===== config.mk =====
export PLATFORM = sky130hd
export DESIGN_NAME = lpht_hash
export DESIGN_NICKNAME = d
export VERILOG_FILES = /design/src/sv/lpht_pkg.sv /design/src/sv/lpht_hash.sv
export SDC_FILE = /design/constraint.sdc
export NUM_CORES = 1
export LEC_CHECK = 0
export BUFFER_PORTS_ARGS = -buffer_cell sky130_fd_sc_hd__buf_2
export CORE_MARGIN = 2
export CORE_UTILIZATION = 62
export DETAILED_ROUTE_END_ITERATION = 12
export PLACE_DENSITY = 0.81
export SLEW_MARGIN = 10
export SYNTH_ARGS = -nofsm -noshare
export SYNTH_HDL_FRONTEND = slang
export SYNTH_SLANG_ARGS = --single-unit

===== constraint.sdc =====
create_clock -name clk -period 7.97 [get_ports clk]
set_input_delay 0.3985 -clock clk [delete_from_list [all_inputs] [get_ports clk]]
set_output_delay 0.3985 -clock clk [all_outputs]
set_load 0.01 [all_outputs]

===== src/sv/lpht_pkg.sv =====
// Package for the linear probing hash table: sizes, marks, status and function codes.
// No dependencies; compiled first.
package lpht_pkg;
	localparam int SLOTS     = 256;
	localparam int IDX_W     = $clog2(SLOTS);
	localparam int CNT_W     = $clog2(SLOTS + 1);
	localparam int KEY_BYTES = 8;
	localparam logic [63:0] HASH_START = 64'h1337_1337_dead_beef;

	localparam logic [1:0] MARK_EMPTY = 2'd0;
	localparam logic [1:0] MARK_LIVE  = 2'd1;
	localparam logic [1:0] MARK_TOMB  = 2'd2;

	localparam logic [1:0] FUNC_PUT = 2'd0;
	localparam logic [1:0] FUNC_GET = 2'd1;
	localparam logic [1:0] FUNC_DEL = 2'd2;
	localparam logic [1:0] FUNC_NOP = 2'd3;

	localparam logic [1:0] ST_OK       = 2'd0;
	localparam logic [1:0] ST_NOTFOUND = 2'd1;
	localparam logic [1:0] ST_FULL     = 2'd2;

	typedef struct packed {
		logic [1:0]  func;
		logic [63:0] key;
		logic [63:0] value;
	} req_t;

	typedef struct packed {
		logic [1:0]       status;
		logic [IDX_W-1:0] slot;
		logic [63:0]      found_value;
		logic [CNT_W-1:0] live_count;
	} rsp_t;

	// Keep bytes up to the first zero byte and below KEY_BYTES.
	function automatic logic [63:0] norm_key(input logic [63:0] k);
		logic [63:0] r;
		logic        stop;
		r = '0;
		stop = 1'b0;
		for (int i = 0; i < 8; i++) begin
			if (i >= KEY_BYTES || k[8*i +: 8] == 8'd0) stop = 1'b1;
			if (!stop) r[8*i +: 8] = k[8*i +: 8];
		end
		return r;
	endfunction
endpackage


===== src/sv/lpht_hash.sv =====
// Byte-serial key hash followed by a restoring modulo by the slot count.
// Depends on lpht_pkg.
module lpht_hash (
	input  logic                    clk,
	input  logic                    arst_n,
	input  logic                    start,
	input  logic [63:0]             key,
	input  logic [lpht_pkg::CNT_W-1:0] n,
	output logic                    done,
	output logic [lpht_pkg::IDX_W-1:0] home
);
	import lpht_pkg::*;

	localparam logic [1:0] H_IDLE = 2'd0;
	localparam logic [1:0] H_HASH = 2'd1;
	localparam logic [1:0] H_MOD  = 2'd2;

	logic [1:0]  state_q;
	logic [63:0] h_q;
	logic [63:0] k_q;
	logic [3:0]  bcnt_q;
	logic [6:0]  bit_q;
	logic [CNT_W:0] rem_q;
	logic [63:0] b_ext;
	logic [CNT_W:0] rem_sh;

	assign b_ext  = {{56{k_q[7]}}, k_q[7:0]};
	assign rem_sh = {rem_q[CNT_W-1:0], h_q[63]};

	always_ff @(posedge clk or negedge arst_n) begin
		if (!arst_n) begin
			state_q <= H_IDLE;
			done    <= 1'b0;
		end else begin
			done <= 1'b0;
			unique case (state_q)
				H_IDLE: begin
					if (start) begin
						state_q <= H_HASH;
						h_q     <= HASH_START;
						k_q     <= key;
						bcnt_q  <= '0;
					end
				end
				H_HASH: begin
					if (k_q[7:0] == 8'd0 || bcnt_q == 4'd8) begin
						state_q <= H_MOD;
						rem_q   <= '0;
						bit_q   <= '0;
					end else begin
						h_q    <= ((h_q ^ b_ext) << 8) + b_ext;
						k_q    <= k_q >> 8;
						bcnt_q <= bcnt_q + 4'd1;
					end
				end
				H_MOD: begin
					// One quotient bit per cycle, most significant first.
					if (rem_sh >= {1'b0, n}) rem_q <= rem_sh - {1'b0, n};
					else rem_q <= rem_sh;
					h_q   <= h_q << 1;
					bit_q <= bit_q + 7'd1;
					if (bit_q == 7'd63) begin
						state_q <= H_IDLE;
						done    <= 1'b1;
					end
				end
				default: state_q <= H_IDLE;
			endcase
		end
	end

	assign home = rem_q[IDX_W-1:0];
endmodule


==> impl_metrics.env <==
export IMPL_cp_arrival_ns=4.82
export IMPL_tightest_slew_ns=1.16
export IMPL_slew_headroom_pct=22.1
export IMPL_design_area_um2=12900
export IMPL_grt_pass1_wl_um=46100
export IMPL_overflow=0
export IMPL_drv_slew=0
export IMPL_fmax_mhz=214
export IMPL_endpoint_kind="flip-flop"
export IMPL_dp_hpwl_um=19800
export IMPL_die_y_um=142
export IMPL_n_antenna_cell=0
export IMPL_critPathKind="flip-flop to flip-flop"
export IMPL_cp_max_fo=70
export IMPL_slowest_stage="buf_4"
export IMPL_dieArea_um2=20200
export IMPL_grt_max_degree=106
export IMPL_clkTransAtPathRegs_ns=0.07
export IMPL_required_ns=8.13
export IMPL_htreeDepth=4
export IMPL_coreArea_um2=18700
export IMPL_worstPathCellList="buf_4 > buf_4 > ha_1 > or4_1 > nor2_1 > a311oi_1 > or3_1 > or3_1 > o21ai_1 > o21ba_1 > xnor2_1 > o21ai_1"
export IMPL_critical_path_top_delay_family="simple AND/OR/NAND/NOR gates"
export IMPL_setup_ws_ns=3.30
export IMPL_yosysUniqueCellTypes=80
export IMPL_nets=1418
export IMPL_antenna_found_initial=0
export IMPL_gp_congestion=0.903
export IMPL_place_ws_ns=3.43
export IMPL_path_buf_inv=2
export IMPL_rsz0062_at_grt="false"
export IMPL_maxCapViolCount=0
export IMPL_track_usage_pct=28.6
export IMPL_first_pass_iters=6
export IMPL_multiInputGateArea_um2=6690
export IMPL_cts_buffers=17
export IMPL_report_final_setup_viol=0
export IMPL_grt_pass1_vias=9312
export IMPL_min_path_type="primary input to flip-flop"
export IMPL_ys_seq_area_share_pct=38.2
export IMPL_io_buffers=84
export IMPL_skew_ns=0.0191
export IMPL_layout_area_seq_um2=4520
export IMPL_yosys_warnings=0
export IMPL_vias=9858
export IMPL_rows=50
export IMPL_synthArstFlopShare_pct=1.99
export IMPL_slowest_delay_ns=0.68
export IMPL_drive_above_1_share_pct=15.9
export IMPL_worst_setup_path_start_kind="flip-flop"
export IMPL_postSynthCellCount=1234
export IMPL_start_util_pct=63.3
export IMPL_wl_per_cell_um=19.0
export IMPL_ant_nets=0
export IMPL_ios=85
export IMPL_ys_seq_elements=151
export IMPL_clkSinkCount=151
export IMPL_drt_wl_total_um=28800
export IMPL_clk_latency_ns=0.44
export IMPL_clk_path_buf_depth=2
export IMPL_period_share_pct=58.5
export IMPL_area_growth_pct=9.16
export IMPL_status="completed"
export IMPL_drt_iter0_markers=1185
export IMPL_cts_tree="built"
export IMPL_vias_per_cell=6.50
export IMPL_place_area_um2=12300
export IMPL_syn_area_um2=11800
export IMPL_cts_root_buf="clkbuf_16"
export IMPL_fin_tns_setup_ns=0
export IMPL_fill_cells=1389
export IMPL_final_hold_viol_count=0
export IMPL_die_x_um=142
export IMPL_drc=0
export IMPL_synth_ff_type="edfxtp_1"
export IMPL_fin_crit_ns=4.67
export IMPL_synth_nets=1382
export IMPL_avgSynthCellArea_um2=9.60
export IMPL_synth_edff_count=148
[registers in the layout (all words and copies together) (netlist names)]
register / count
bcnt_q: 4
bit_q: 7
done: 1
h_q: 64
k_q: 64
rem_q: 9
state_q: 2
[cell usage after synthesis, drive strengths merged, types with 22 or more instances]
| master | number | area, um2 |
|---|---|---|
| ha | 70 | 876 |
| nand2 | 91 | 342 |
| edfxtp | 148 | 4440 |
| clkbuf | 47 | 176 |
| o21ai | 84 | 420 |
| xor2 | 34 | 298 |
| o221ai | 36 | 328 |
| inv | 78 | 293 |
| a21oi | 51 | 259 |
| nor2 | 81 | 304 |
| and3 | 22 | 138 |
| xnor2 | 81 | 709 |
| nor3 | 29 | 145 |
| buf | 31 | 178 |
| mux2 | 58 | 653 |
| nand3 | 31 | 155 |
[repair_timing]
action	in CTS	in global routing
hold buffers	1	0
buffers inserted	0	0
endpoints found under the hold margin	3	0
gates resized for setup	0	0
[cell usage in the layout, fill, tap and decap left out, types with 11 or more instances in the layout]
| master | count |
|---|---|
| mux2i_1 | 15 |
| nand3_1 | 31 |
| buf_2 | 84 |
| xor2_1 | 34 |
| mux2_2 | 58 |
| nor3_1 | 29 |
| and2_1 | 11 |
| a221o_1 | 18 |
| o21ai_0 | 60 |
| or3_1 | 16 |
| inv_1 | 76 |
| and3_1 | 22 |
| xnor2_1 | 81 |
| edfxtp_1 | 148 |
| a22oi_1 | 11 |
| o21ai_1 | 24 |
| o221ai_1 | 34 |
| a21oi_1 | 50 |
| ha_1 | 69 |
| clkbuf_16 | 17 |
| nand2_1 | 91 |
| nor2_1 | 81 |
| nor2b_1 | 18 |
[layout make-up]
type	count	share of cell area [%]
Tap cell	234	2.26
Multi-Input combinational cell	926	51.8
Clock buffer	17	3.29
Inverter	79	2.29
Sequential cell	151	35.0
Timing Repair Buffer	95	3.91
Clock inverter	15	1.50
[metal layers]
layer | GRT usage, % | wire length (um)
met5 | 0 | 0
met4 | 11.5 | 806
met3 | 5.48 | 2120
met2 | 46.3 | 13800
met1 | 37.9 | 12100
[worst paths after layout]
kind,start,to,slack [ns],cells past startpoint
worst max register to register,k_q[7]$_DFFE_PP_,h_q[59]$_DFFE_PP_,3.30,12
min in group asynchronous,arst_n,state_q[1]$_DFFE_PN0P_,0.30,2
worst min register to register,k_q[13]$_DFFE_PP_,k_q[5]$_DFFE_PP_,0.55,1
max in group asynchronous,arst_n,state_q[0]$_DFFE_PN0P_,7.53,2
worst min-delay path,key[61],k_q[61]$_SDFFCE_PP0P_,0.25,2
worst max-delay path,k_q[7]$_DFFE_PP_,h_q[59]$_DFFE_PP_,3.30,12
[logic make-up (layout without fill, tap and decap cells)]
| logic type | Yosys count | count (layout) | share of synthesized area, % |
|---|---|---|---|
| AO/OA/AOI/OAI | 319 | 319 | 18.9 |
| buffers and inverters | 157 | 206 | 5.49 |
| AND/OR/NAND/NOR | 347 | 347 | 14.4 |
| multiplexers | 73 | 73 | 6.78 |
| adder cells (fa/ha/maj) | 72 | 72 | 7.73 |
| flip-flops | 151 | 151 | 38.2 |
| XOR/XNOR | 115 | 115 | 8.51 |
[per-stage QoR]
stage / util, % / cells / hold WS [ns]
after global placement: 65.7 / 1484 / 0.206
after floorplan: - / 1234 / 0.103
after global routing: 69.1 / 1517 / 0.246
final: 69.1 / 1517 / 0.249
after detailed placement: 65.7 / 1484 / 0.211
after CTS: 69.1 / 1517 / 0.240
Power is not shown: default switching activity piles up to over one toggle a cycle in this logic, so the estimate is an artifact.
